<file path="config.mk">
export PLATFORM = sky130hd
export DESIGN_NAME = text_console_cursor_engine
export DESIGN_NICKNAME = d
export VERILOG_FILES = /design/src/hw/rtl/tcce_pkg.sv /design/src/hw/rtl/tcce_front.sv /design/src/hw/rtl/tcce_queue.sv /design/src/hw/rtl/tcce_back.sv /design/src/hw/rtl/text_console_cursor_engine.sv
export SDC_FILE = /design/constraint.sdc
export NUM_CORES = 1
export LEC_CHECK = 0
export ABC_CLOCK_PERIOD_IN_PS = 21300
export BUFFER_PORTS_ARGS = -buffer_cell sky130_fd_sc_hd__buf_2
export CORE_MARGIN = 1.5
export CORE_UTILIZATION = 45
export CTS_CLUSTER_DIAMETER = 50
export DETAILED_ROUTE_END_ITERATION = 10
export GPL_ROUTABILITY_DRIVEN = 0
export SLEW_MARGIN = 20
export SYNTH_ARGS = -nofsm -noshare
export SYNTH_HDL_FRONTEND = slang
export SYNTH_HIERARCHICAL = 1
export SYNTH_SLANG_ARGS = --single-unit
</file>
<file path="constraint.sdc">
create_clock -name clk -period 21.3 [get_ports clk]
set_input_delay 0 -clock clk [delete_from_list [all_inputs] [get_ports clk]]
set_output_delay 0 -clock clk [all_outputs]
set_load 0.02 [all_outputs]
</file>
<file path="src/hw/rtl/tcce_pkg.sv">
package tcce_pkg;

  localparam int COLUMNS      = 80;
  localparam int ROWS         = 25;
  localparam int MEMORY_CELLS = 16384;

  localparam int CELL_W = 14;
  localparam int COL_W  = 7;
  localparam int ROW_W  = 5;

  localparam logic [CELL_W-1:0] LINE_CELLS   = CELL_W'(COLUMNS);
  localparam logic [CELL_W-1:0] SCREEN_CELLS = CELL_W'(ROWS * COLUMNS);
  localparam logic [COL_W-1:0]  LAST_COL     = COL_W'(COLUMNS);
  localparam logic [ROW_W-1:0]  LAST_ROW     = ROW_W'(ROWS - 1);
  localparam logic [CELL_W:0]   ROOM_LIMIT   = (CELL_W + 1)'(MEMORY_CELLS);

  localparam logic [7:0]  TEXT_ATTRIBUTE_RESET = 8'd7;
  localparam logic [15:0] BLANK_CELL_RESET     = 16'd1824;

  // register index codes
  localparam logic REG_TEXT_ATTRIBUTE = 1'b0;
  localparam logic REG_BLANK_CELL     = 1'b1;

  // operation codes
  localparam logic OPER_CHAR  = 1'b0;
  localparam logic OPER_CLEAR = 1'b1;

  // control characters
  localparam logic [7:0] CHR_NUL = 8'd0;
  localparam logic [7:0] CHR_BS  = 8'd8;
  localparam logic [7:0] CHR_LF  = 8'd10;
  localparam logic [7:0] CHR_DEL = 8'd127;

  typedef enum logic [2:0] {
    MEM_NONE      = 3'd0,
    MEM_WRITE     = 3'd1,
    MEM_CLEAR_LINE = 3'd2,
    MEM_COPY_BASE = 3'd3,
    MEM_CLEAR_ALL = 3'd4
  } mem_op_t;

  typedef struct packed {
    mem_op_t           op;
    logic [CELL_W-1:0] addr;
    logic [15:0]       word;
    logic [CELL_W-1:0] start;
    logic [CELL_W-1:0] cursor;
    logic              update;
  } result_t;

  localparam int MAX_RESULTS = 3;

  typedef struct packed {
    logic [1:0]                   count;
    result_t [MAX_RESULTS-1:0]    res;
  } entry_t;

  localparam int QDEPTH = 2;
  localparam int QPTR_W = 1;
  localparam int QCNT_W = 2;

  typedef struct packed {
    logic   valid;
    entry_t entry;
  } qhead_t;

endpackage

</file>
<file path="src/hw/rtl/tcce_front.sv">
module tcce_front
  import tcce_pkg::*;
(
  input  logic        clk,
  input  logic        rst,
  input  logic        cfg_write,
  input  logic        cfg_index,
  input  logic [15:0] cfg_data,
  input  logic        item_valid,
  output logic        item_stall,
  input  logic        operation,
  input  logic [7:0]  character,
  input  logic        end_of_buffer,
  input  logic        queue_full,
  output logic        push,
  output entry_t      push_entry
);

  logic [7:0]        text_attribute;
  logic [15:0]       blank_cell;
  logic [CELL_W-1:0] screen_base, screen_base_next;
  logic [CELL_W-1:0] cursor_cell, cursor_cell_next;
  logic [COL_W-1:0]  column, column_next;
  logic [ROW_W-1:0]  row, row_next;
  logic              accept;

  assign item_stall = queue_full;
  assign accept     = item_valid && !queue_full;
  assign push       = accept && (push_entry.count != 2'd0);

  always_comb begin
    logic [CELL_W-1:0] b, c, old_base, addr;
    logic [COL_W-1:0]  cl;
    logic [ROW_W-1:0]  r;
    logic [1:0]        cnt;
    logic              is_lf, is_print, wrap, mark;
    result_t [MAX_RESULTS-1:0] res;
    b        = screen_base;
    c        = cursor_cell;
    cl       = column;
    r        = row;
    cnt      = 2'd0;
    res      = '0;
    mark     = 1'b0;
    old_base = screen_base;
    addr     = cursor_cell;
    is_lf    = (operation == OPER_CHAR) && (character == CHR_LF);
    is_print = (operation == OPER_CHAR) && (character != CHR_NUL) && (character != CHR_DEL)
               && (character != CHR_BS) && (character != CHR_LF);
    wrap     = is_print && (column >= LAST_COL);

    if (operation == OPER_CLEAR) begin
      b   = '0;
      c   = '0;
      cl  = '0;
      r   = '0;
      res[0] = '{op: MEM_CLEAR_ALL, addr: '0, word: blank_cell, start: '0, cursor: '0,
                 update: 1'b1};
      cnt = 2'd1;
    end else if (character == CHR_BS) begin
      if (cl != '0) begin
        c  = c - CELL_W'(1);
        cl = cl - COL_W'(1);
        res[0] = '{op: MEM_WRITE, addr: c, word: blank_cell, start: b, cursor: c,
                   update: 1'b1};
        cnt = 2'd1;
      end
    end

    // wrap returns to column zero before the line advance
    if (wrap) begin
      c  = c - CELL_W'(cl);
      cl = '0;
    end

    if (is_lf || wrap) begin
      if (r < LAST_ROW) begin
        c = c + LINE_CELLS;
        r = r + ROW_W'(1);
      end else begin
        if (({1'b0, b} + (CELL_W + 1)'(SCREEN_CELLS) + (CELL_W + 1)'(LINE_CELLS))
            >= ROOM_LIMIT) begin
          // out of memory: relocate the screen to the base first
          old_base = b;
          c        = c - old_base;
          b        = '0;
          res[cnt] = '{op: MEM_COPY_BASE, addr: old_base, word: '0, start: b, cursor: c,
                       update: 1'b1};
          cnt      = cnt + 2'd1;
        end
        addr     = b + SCREEN_CELLS;
        b        = b + LINE_CELLS;
        c        = c + LINE_CELLS;
        res[cnt] = '{op: MEM_CLEAR_LINE, addr: addr, word: blank_cell, start: b, cursor: c,
                     update: 1'b1};
        cnt      = cnt + 2'd1;
      end
    end

    if (is_lf) begin
      c    = c - CELL_W'(cl);
      cl   = '0;
      mark = 1'b1;
    end

    if (is_print) begin
      addr     = c;
      c        = c + CELL_W'(1);
      cl       = cl + COL_W'(1);
      res[cnt] = '{op: MEM_WRITE, addr: addr, word: {text_attribute, character}, start: b,
                   cursor: c, update: 1'b0};
      cnt      = cnt + 2'd1;
    end

    if (end_of_buffer) mark = 1'b1;

    if (mark) begin
      if (cnt == 2'd0) begin
        res[0] = '{op: MEM_NONE, addr: '0, word: '0, start: b, cursor: c, update: 1'b1};
        cnt    = 2'd1;
      end else begin
        res[cnt - 2'd1].cursor = c;
        res[cnt - 2'd1].update = 1'b1;
      end
    end

    screen_base_next = b;
    cursor_cell_next = c;
    column_next      = cl;
    row_next         = r;
    push_entry.count = cnt;
    push_entry.res   = res;
  end

  always_ff @(posedge clk) begin
    if (rst) begin
      screen_base    <= '0;
      cursor_cell    <= '0;
      column         <= '0;
      row            <= '0;
      text_attribute <= TEXT_ATTRIBUTE_RESET;
      blank_cell     <= BLANK_CELL_RESET;
    end else begin
      if (accept) begin
        screen_base <= screen_base_next;
        cursor_cell <= cursor_cell_next;
        column      <= column_next;
        row         <= row_next;
      end
      if (cfg_write) begin
        case (cfg_index)
          REG_TEXT_ATTRIBUTE: text_attribute <= cfg_data[7:0];
          REG_BLANK_CELL:     blank_cell     <= cfg_data;
          default:            ;
        endcase
      end
    end
  end

endmodule

</file>
<file path="src/hw/rtl/tcce_queue.sv">
module tcce_queue
  import tcce_pkg::*;
(
  input  logic   clk,
  input  logic   rst,
  input  logic   push,
  input  entry_t push_entry,
  output logic   full,
  input  logic   pop,
  output qhead_t head
);

  entry_t            slots [QDEPTH];
  logic [QPTR_W-1:0] wr_ptr, rd_ptr;
  logic [QCNT_W-1:0] fill;

  assign full       = (fill == QCNT_W'(QDEPTH));
  assign head.valid = (fill != '0);
  assign head.entry = slots[rd_ptr];

  always_ff @(posedge clk) begin
    if (push) slots[wr_ptr] <= push_entry;
  end

  always_ff @(posedge clk) begin
    if (rst) begin
      wr_ptr <= '0;
      rd_ptr <= '0;
      fill   <= '0;
    end else begin
      if (push) wr_ptr <= (wr_ptr == QPTR_W'(QDEPTH - 1)) ? '0 : wr_ptr + QPTR_W'(1);
      if (pop)  rd_ptr <= (rd_ptr == QPTR_W'(QDEPTH - 1)) ? '0 : rd_ptr + QPTR_W'(1);
      case ({push, pop})
        2'b10:   fill <= fill + QCNT_W'(1);
        2'b01:   fill <= fill - QCNT_W'(1);
        default: fill <= fill;
      endcase
    end
  end

endmodule

</file>
<file path="src/hw/rtl/tcce_back.sv">
module tcce_back
  import tcce_pkg::*;
(
  input  logic        clk,
  input  logic        rst,
  input  qhead_t      head,
  output logic        pop,
  output logic        result_valid,
  input  logic        result_stall,
  output logic [2:0]  mem_op,
  output logic [13:0] mem_addr,
  output logic [15:0] mem_word,
  output logic [13:0] screen_start,
  output logic [13:0] cursor_offset,
  output logic        cursor_update,
  output logic        last
);

  logic [1:0] idx;
  result_t    cur;
  logic       take;

  assign cur           = head.entry.res[idx];
  assign result_valid  = head.valid;
  assign take          = head.valid && !result_stall;
  assign last          = (idx == head.entry.count - 2'd1);
  assign pop           = take && last;
  assign mem_op        = cur.op;
  assign mem_addr      = cur.addr;
  assign mem_word      = cur.word;
  assign screen_start  = cur.start;
  assign cursor_offset = cur.cursor;
  assign cursor_update = cur.update;

  always_ff @(posedge clk) begin
    if (rst) begin
      idx <= '0;
    end else if (take) begin
      idx <= last ? 2'd0 : idx + 2'd1;
    end
  end

endmodule

</file>
<file path="src/hw/rtl/text_console_cursor_engine.sv">
// channel  valid         stall         payload
// item     item_valid    item_stall    operation, character, end_of_buffer
// result   result_valid  result_stall  mem_op, mem_addr, mem_word, screen_start,
//                                      cursor_offset, cursor_update, last
// config   cfg_write     -             cfg_index, cfg_data
//
// an item is taken every cycle while the two-entry queue has room; its 0 to 3
// result words are worked out in the same cycle and queued, a silent item queues none
// the back end sends one result word per cycle while result_stall is low, so relocations and wraps that
// scroll (2 or 3 words) hold the item side once the queue fills
// a result word can appear the cycle after its item is taken
// rst is synchronous: position state clears, registers return to defaults
module text_console_cursor_engine
  import tcce_pkg::*;
(
  input  logic        clk,
  input  logic        rst,
  input  logic        cfg_write,
  input  logic        cfg_index,
  input  logic [15:0] cfg_data,
  input  logic        item_valid,
  output logic        item_stall,
  input  logic        operation,
  input  logic [7:0]  character,
  input  logic        end_of_buffer,
  output logic        result_valid,
  input  logic        result_stall,
  output logic [2:0]  mem_op,
  output logic [13:0] mem_addr,
  output logic [15:0] mem_word,
  output logic [13:0] screen_start,
  output logic [13:0] cursor_offset,
  output logic        cursor_update,
  output logic        last
);

  logic   push, pop, queue_full;
  entry_t push_entry;
  qhead_t head;

  tcce_front u_front (
    .clk           (clk),
    .rst           (rst),
    .cfg_write     (cfg_write),
    .cfg_index     (cfg_index),
    .cfg_data      (cfg_data),
    .item_valid    (item_valid),
    .item_stall    (item_stall),
    .operation     (operation),
    .character     (character),
    .end_of_buffer (end_of_buffer),
    .queue_full    (queue_full),
    .push          (push),
    .push_entry    (push_entry)
  );

  tcce_queue u_queue (
    .clk        (clk),
    .rst        (rst),
    .push       (push),
    .push_entry (push_entry),
    .full       (queue_full),
    .pop        (pop),
    .head       (head)
  );

  tcce_back u_back (
    .clk           (clk),
    .rst           (rst),
    .head          (head),
    .pop           (pop),
    .result_valid  (result_valid),
    .result_stall  (result_stall),
    .mem_op        (mem_op),
    .mem_addr      (mem_addr),
    .mem_word      (mem_word),
    .screen_start  (screen_start),
    .cursor_offset (cursor_offset),
    .cursor_update (cursor_update),
    .last          (last)
  );

endmodule

</file>
# Word-level counts from Yosys, hierarchy flattened

Memories as Yosys holds them, arrays and structs flattened. A register that Yosys moved wholly into a read port is not among the register bits.
Index checks and enable logic that the tools add are counted.

$lt $le $gt $ge: 12
Mux-type cells: 76
Shift-type cells: 0
Equality and inequality tests: 9
Bitwise logic cells: 2
Multiply operators: 0
Div/mod/pow operators: 0
Reduce and logical (&&, ||, !) cells: 25
$add $sub $neg: 24

Operator list:

| cell                   | number |
|---|---|
| $mux 186               | 7 |
| $bwmux 186             | 5 |
| $demux 62 s2           | 5 |
| $mux 62                | 7 |
| $mux 14                | 17 |
| $bmux 62 s2            | 1 |
| $mux 124               | 1 |
| $mux 60                | 1 |
| $add 14x7->14 const B  | 3 |
| $mux 7                 | 6 |
| $sub 14x7->14          | 2 |
| $mux 2                 | 11 |
| $eq 8x4->1 const B     | 2 |
| $ne 8x4->1 const B     | 2 |
| $add 14x11->15 const B | 1 |
| $add 15x7->15 const B  | 1 |
| $ge 15x15->1 const B   | 1 |
| $lt 2x3->1 const B     | 5 |
| $mux 15                | 1 |
| $mux 5                 | 3 |
| $add 14x1->14 const B  | 1 |
| $add 14x11->14 const B | 1 |
| $logic_and 1x1->1      | 14 |
| $sub 14x1->14 const B  | 1 |
| 24 further kinds       | 49 |

Register bits after elaboration: 70
Memory bits (read-only): 0
Latch bits: 0
Memories kept: 1
Memory bits (writable): 376

Memories:

| memory        | words | width | rd ports | clocked after Yosys merged registers in | wr ports | RTL line         | text |
|---|---|---|---|---|---|---|---|
| u_queue.slots | 2     | 188   | 1        | 1                                       | 1        | tcce_queue.sv:13 | `entry_t slots [QDEPTH];` |

# Depth between registers and ports, before layout

Depth in word-level cells: 23
Gate-level depth with buffers: 39
Depth with buffers taken out: 37

# Hierarchy

The synthesis kept the hierarchy.

Modules (own cells, without submodules):

| module     | instances | cells an instance | area an instance (µm²) |
|---|---|---|---|
| tcce_queue | 1         | 607               | 14192.4 |
| tcce_front | 1         | 1577              | 10239.8 |
| tcce_back  | 1         | 224               | 1436.4 |

# Worst setup path before layout

OpenSTA, ideal clock, no wires.

Path type: flip-flop to flip-flop
Start: register u_front.screen_base[10]
End: memory u_queue/slots[0][0] in the netlist's numbering, enable pin
Slack: 8.775 ns
Stages on the path, launching flop included: 20
Data required time: 20.561 ns
Period minus slack after synthesis: 12.525 ns
Library setup time: 0.739 ns
Arrival: 11.786 ns
Cells stage by stage: dfxtp_1 nor2b_1 inv_1 o31a_1 nor2_1 clkbuf_1 clkbuf_1 buf_1 ha_1 and3_1 a21oi_1 ha_1 nor2_1 nor2_1 o21ai_0 clkbuf_1 clkbuf_1 a31oi_1 inv_1 nor2_1

Longest elaborated chain between the ends: 19

RTL lines:

| item                             | RTL line                         | text |
|---|---|---|
| start: declaration               | tcce_front.sv:21                 | `logic [CELL_W-1:0] screen_base, screen_base_next;` |
| start signal: assignment         | tcce_front.sv:145                | `screen_base <= screen_base_next;` |
| $mux 14 (*)                      | tcce_front.sv:52                 | `if (operation == OPER_CLEAR) begin` |
| $add 14x11->15 (*)               | tcce_front.sv:81                 | `if (({1'b0, b} + (CELL_W + 1)'(SCREEN_CELLS) + (CELL_W + 1)'(LINE_CELLS))` |
| $add 15x7->15 (*)                | tcce_front.sv:81                 |  |
| $ge 15x15->1 (*)                 | tcce_front.sv:82                 | `>= ROOM_LIMIT) begin` |
| $mux 2 (*)                       | tcce_front.sv:81                 |  |
| $mux 2 (*)                       | tcce_front.sv:77                 | `if (r < LAST_ROW) begin` |
| $mux 2 (*)                       | tcce_front.sv:76                 | `if (is_lf \|\| wrap) begin` |
| $add 2x1->2 (*)                  | tcce_front.sv:96                 | `cnt = cnt + 2'd1;` |
| (+4 left out)                    | -                                |  |
| $logic_not 2->1                  | tcce_front.sv:118                | `if (cnt == 2'd0) begin` |
| $mux 2                           | tcce_front.sv:118                |  |
| $mux 2 (*)                       | tcce_front.sv:117                | `if (mark) begin` |
| $reduce_bool 2->1 (*)            | tcce_front.sv:29                 | `assign push = accept && (push_entry.count != 2'd0);` |
| $logic_and 1x1->1 (*)            | tcce_front.sv:29                 |  |
| via push                         | text_console_cursor_engine.sv:37 | `logic push, pop, queue_full;` |
| $mux 1 (*)                       | tcce_queue.sv:22                 | `if (push) slots[wr_ptr] <= push_entry;` |
| $mux 1 (implied by the code) (*) | tcce_queue.sv:22                 |  |
| end: declaration                 | tcce_queue.sv:13                 |  |

Mark *: on every way through the listed nets, which the timed path passes. The rest lies on a longest branch. The select of a mux whose other input is x is not followed.

==> reports/metrics.csv <==
metric;value;unit
r2r worst-path depth;36;
fmax;96.0;MHz
total I/O pin count;97;
Total GRT Usage;26.4;%
Die Span X;243;µm
Critical Path RT;21.61;ns
R2R setup slack;11.59;ns
syn avg cell area;10.7;µm²
CTS Buf Count;52;
met2 WL;36000;µm
global route total overflow;0;
DR iter-0 viols;2615;
Register Area;0.0127;mm²
Peak VDD IR;70.4;µV
Critical Path AT;10.72;ns
EDFF count, synth;376;
Hold Buf Count CTS;35;
post-synthesis register bit count;447;
Power Density;82.2;mW/mm²
Worst-path clk slew;0.06;ns
skew final;0.0316;ns
pin count of the biggest net entering global routing;130;
fin worst setup slack;10.88;ns
P&R area growth vs syn;11.9;%
ys async rst share;0;%
CTS H-Tree Depth;2;
max cap viols;0;
initial antenna violation count;1;
Cell Area, Placed;0.0269;mm²
post-route ant nets;0;
Setup WS pre-CTS;11.24;ns
CP endpoint kind;flop;
post-cts resize count;0;
clk root buf;clkbuf_16;
Worst R2R Start;u_front/column[0]$_SDFFE_PP0P_;
final wirelength;79600;µm
status;finished clean;
commonest cells after routing, fill and taps aside;edfxtp_1 (376), nand2_1 (280), nor2_1 (190);
vias in the first global route;19374;
Lkg Pwr;0.00994;µW
routed wl met3;7190;µm
port bufs;96;
period utilization;48.9;%
Mapped Cells;2408;
Worst R2R End;u_queue/slots[1][76]$_DFFE_PP_;
core area;0.0566;mm²
Finished Cell Area;0.0289;mm²
# nets final;2552;
final setup vio count;0;
Yosys cell types;97;
clk buf depth;3;
Initial Util;45.7;%
Hold Fails Final Rpt;0;
drt drc;0;
RSZ-0062 raised after global routing;false;
worst hold margin;0.0568;ns
top_reg_cell synth;edfxtp_1;
DR vias/cell;6.21;
Top Layer Used;met5;
DR vias;20337;
sequential fraction of the synthesis area;49.1;%
most common cell after layout, fill and taps aside;edfxtp_1;
setup tns final;0;ns
highest-delay cell along the critical path;nor2_1;
Post CTS Setup Buffer Count;0;
final-layout fill cell count;5028;
CP Launch Type;input pin;
wl on met1;32800;µm
synth warn;6;
TritonCTS clock tree;yes;
row cnt;87;
crit path time final;10.42;ns
HPWL Detailed;53900;µm
mapped cell area;0.0259;mm²
die area;0.0589;mm²
first-pass GRT wire length;120000;µm
DRT Pass-1 Iters;6;
worst-skew pair later-pin latency;0.62;ns
kind of critical path;input pin to flop;
Critical Path Fanout Max;14;
hold crit path type;input pin to flop;
Slew headroom;22.1;%
DR WL/cell;24.3;µm
Clock Sinks;447;
die height;243;µm
Slew @ Worst Pin;1.17;ns
Final Max Slew Viols;0;
slowest cell delay on critical path;1.07;ns
Hold Startpoint;rst;
Multi-input gate area;0.0122;mm²
layout cells sized above 1;18.9;%
hold depth;3;
## power by group
group | switching [µW] | total [µW] | internal (µW)
clock | 372 | 879 | 506
combinational | 262 | 433 | 171
sequential | 32.6 | 1070 | 1030
total | 667 | 2380 | 1710
## critical path, delay by kind of cell
| kind | cells | cell delay (ns) |
|---|---|---|
| AND/OR/NAND/NOR | 13 | 4.63 |
| adder cells (fa/ha/maj) | 5 | 1.69 |
| XOR/XNOR | 2 | 0.43 |
| multiplexers | 1 | 0.19 |
| buffers and inverters | 3 | 0.76 |
| AO/OA/AOI/OAI | 13 | 3.04 |
## stage by stage
| stage | total power (µW) | utilization [%] | cells |
|---|---|---|---|
| after floorplan | 1400 | - | 2409 |
| after global placement | 1500 | 47.5 | 3141 |
| after detailed placement | 1510 | 47.5 | 3141 |
| after CTS | 2400 | 51.1 | 3273 |
| after global routing | 2470 | 51.1 | 3273 |
| final | 2380 | 51.1 | 3274 |
## Yosys cell counts, types with 8 or more instances
cell	number	area (µm²)
a21o_1	14	105
buf_6	19	214
nand3b_1	13	97.6
and3_1	13	81.3
nand2b_1	12	75.1
o21a_1	11	82.6
buf_4	8	60.1
o21ai_0	103	515
xor2_1	33	289
and2_1	20	125
mux2i_1	71	711
edfxtp_1	376	11300
inv_1	46	173
o31ai_1	8	60.1
nor2b_1	22	138
a22o_1	32	280
buf_2	19	95.1
a311oi_1	8	70.1
or3_1	10	62.6
nand4_1	17	106
xnor2_1	56	490
nor4_1	12	75.1
o31a_1	10	87.6
o22ai_1	55	344
nor2_1	195	732
ha_1	43	538
o21ai_1	67	335
buf_1	8	30.0
o211ai_1	9	67.6
o32ai_1	13	114
mux2_2	97	1090
clkbuf_1	108	405
dfxtp_1	71	1420
nand2_1	280	1050
a22oi_1	39	293
nand3_1	33	165
a211oi_1	36	270
a21oi_1	121	606
or2_2	10	62.6
mux2_4	101	1520
nor3_1	53	265
a31oi_1	16	100
## worst max path at each step
stage	startpoint	endpoint	slack [ns]	cells past startpoint
6_report	character[0]	u_queue/slots[1][76]$_DFFE_PP_	10.88	37
3_3_place_gp	character[0]	u_queue/slots[0][138]$_DFFE_PP_	11.52	32
2_1_floorplan	u_front/screen_base[10]$_SDFFE_PP0P_	u_queue/slots[0][0]$_DFFE_PP_	8.78	19
4_1_cts	character[0]	u_queue/slots[1][76]$_DFFE_PP_	11.29	37
5_1_grt	character[0]	u_queue/slots[0][74]$_DFFE_PP_	10.41	37
3_5_place_dp	character[0]	u_queue/slots[0][76]$_DFFE_PP_	11.24	36
## layer usage
metal  vias up  track usage [%]
met3       219             5.87
met2       996             41.2
met4         2             11.2
li1       9157                -
met5         -                0
met1      9963             35.5
## flip-flops by register name, indices dropped and copies added (netlist names), 5 cells and up, named ones only
signal	flops
u_front/column	7
u_queue/slots	376
u_front/row	5
u_front/text_attribute	8
u_front/cursor_cell	14
u_front/screen_base	14
u_front/blank_cell	16
## kinds of logic (layout without fill, tap and decap cells)
kind of cell / Yosys count / count (layout) / share of synthesized area (%)
simple gates: 731 / 731 / 13.1
fa+ha+maj: 46 / 46 / 2.31
mux: 269 / 269 / 12.8
buf+inv: 212 / 320 / 3.84
compound gates: 609 / 609 / 15.5
other cells: 1 / 3 / 0.0145
flops: 447 / 447 / 49.1
xor+xnor: 93 / 93 / 3.26
## cell type report
cell class | count | share of cell area (%)
inverter | 50 | 0.649
clock inverter | 37 | 1.31
clock buffer | 60 | 4.60
multi-input combinational | 1750 | 42.2
tap | 756 | 3.27
antenna | 1 | 0.00865
sequential | 447 | 44.0
timing repair buffer | 173 | 4.00
No activity file was read; power rests on OpenSTA's default activity.
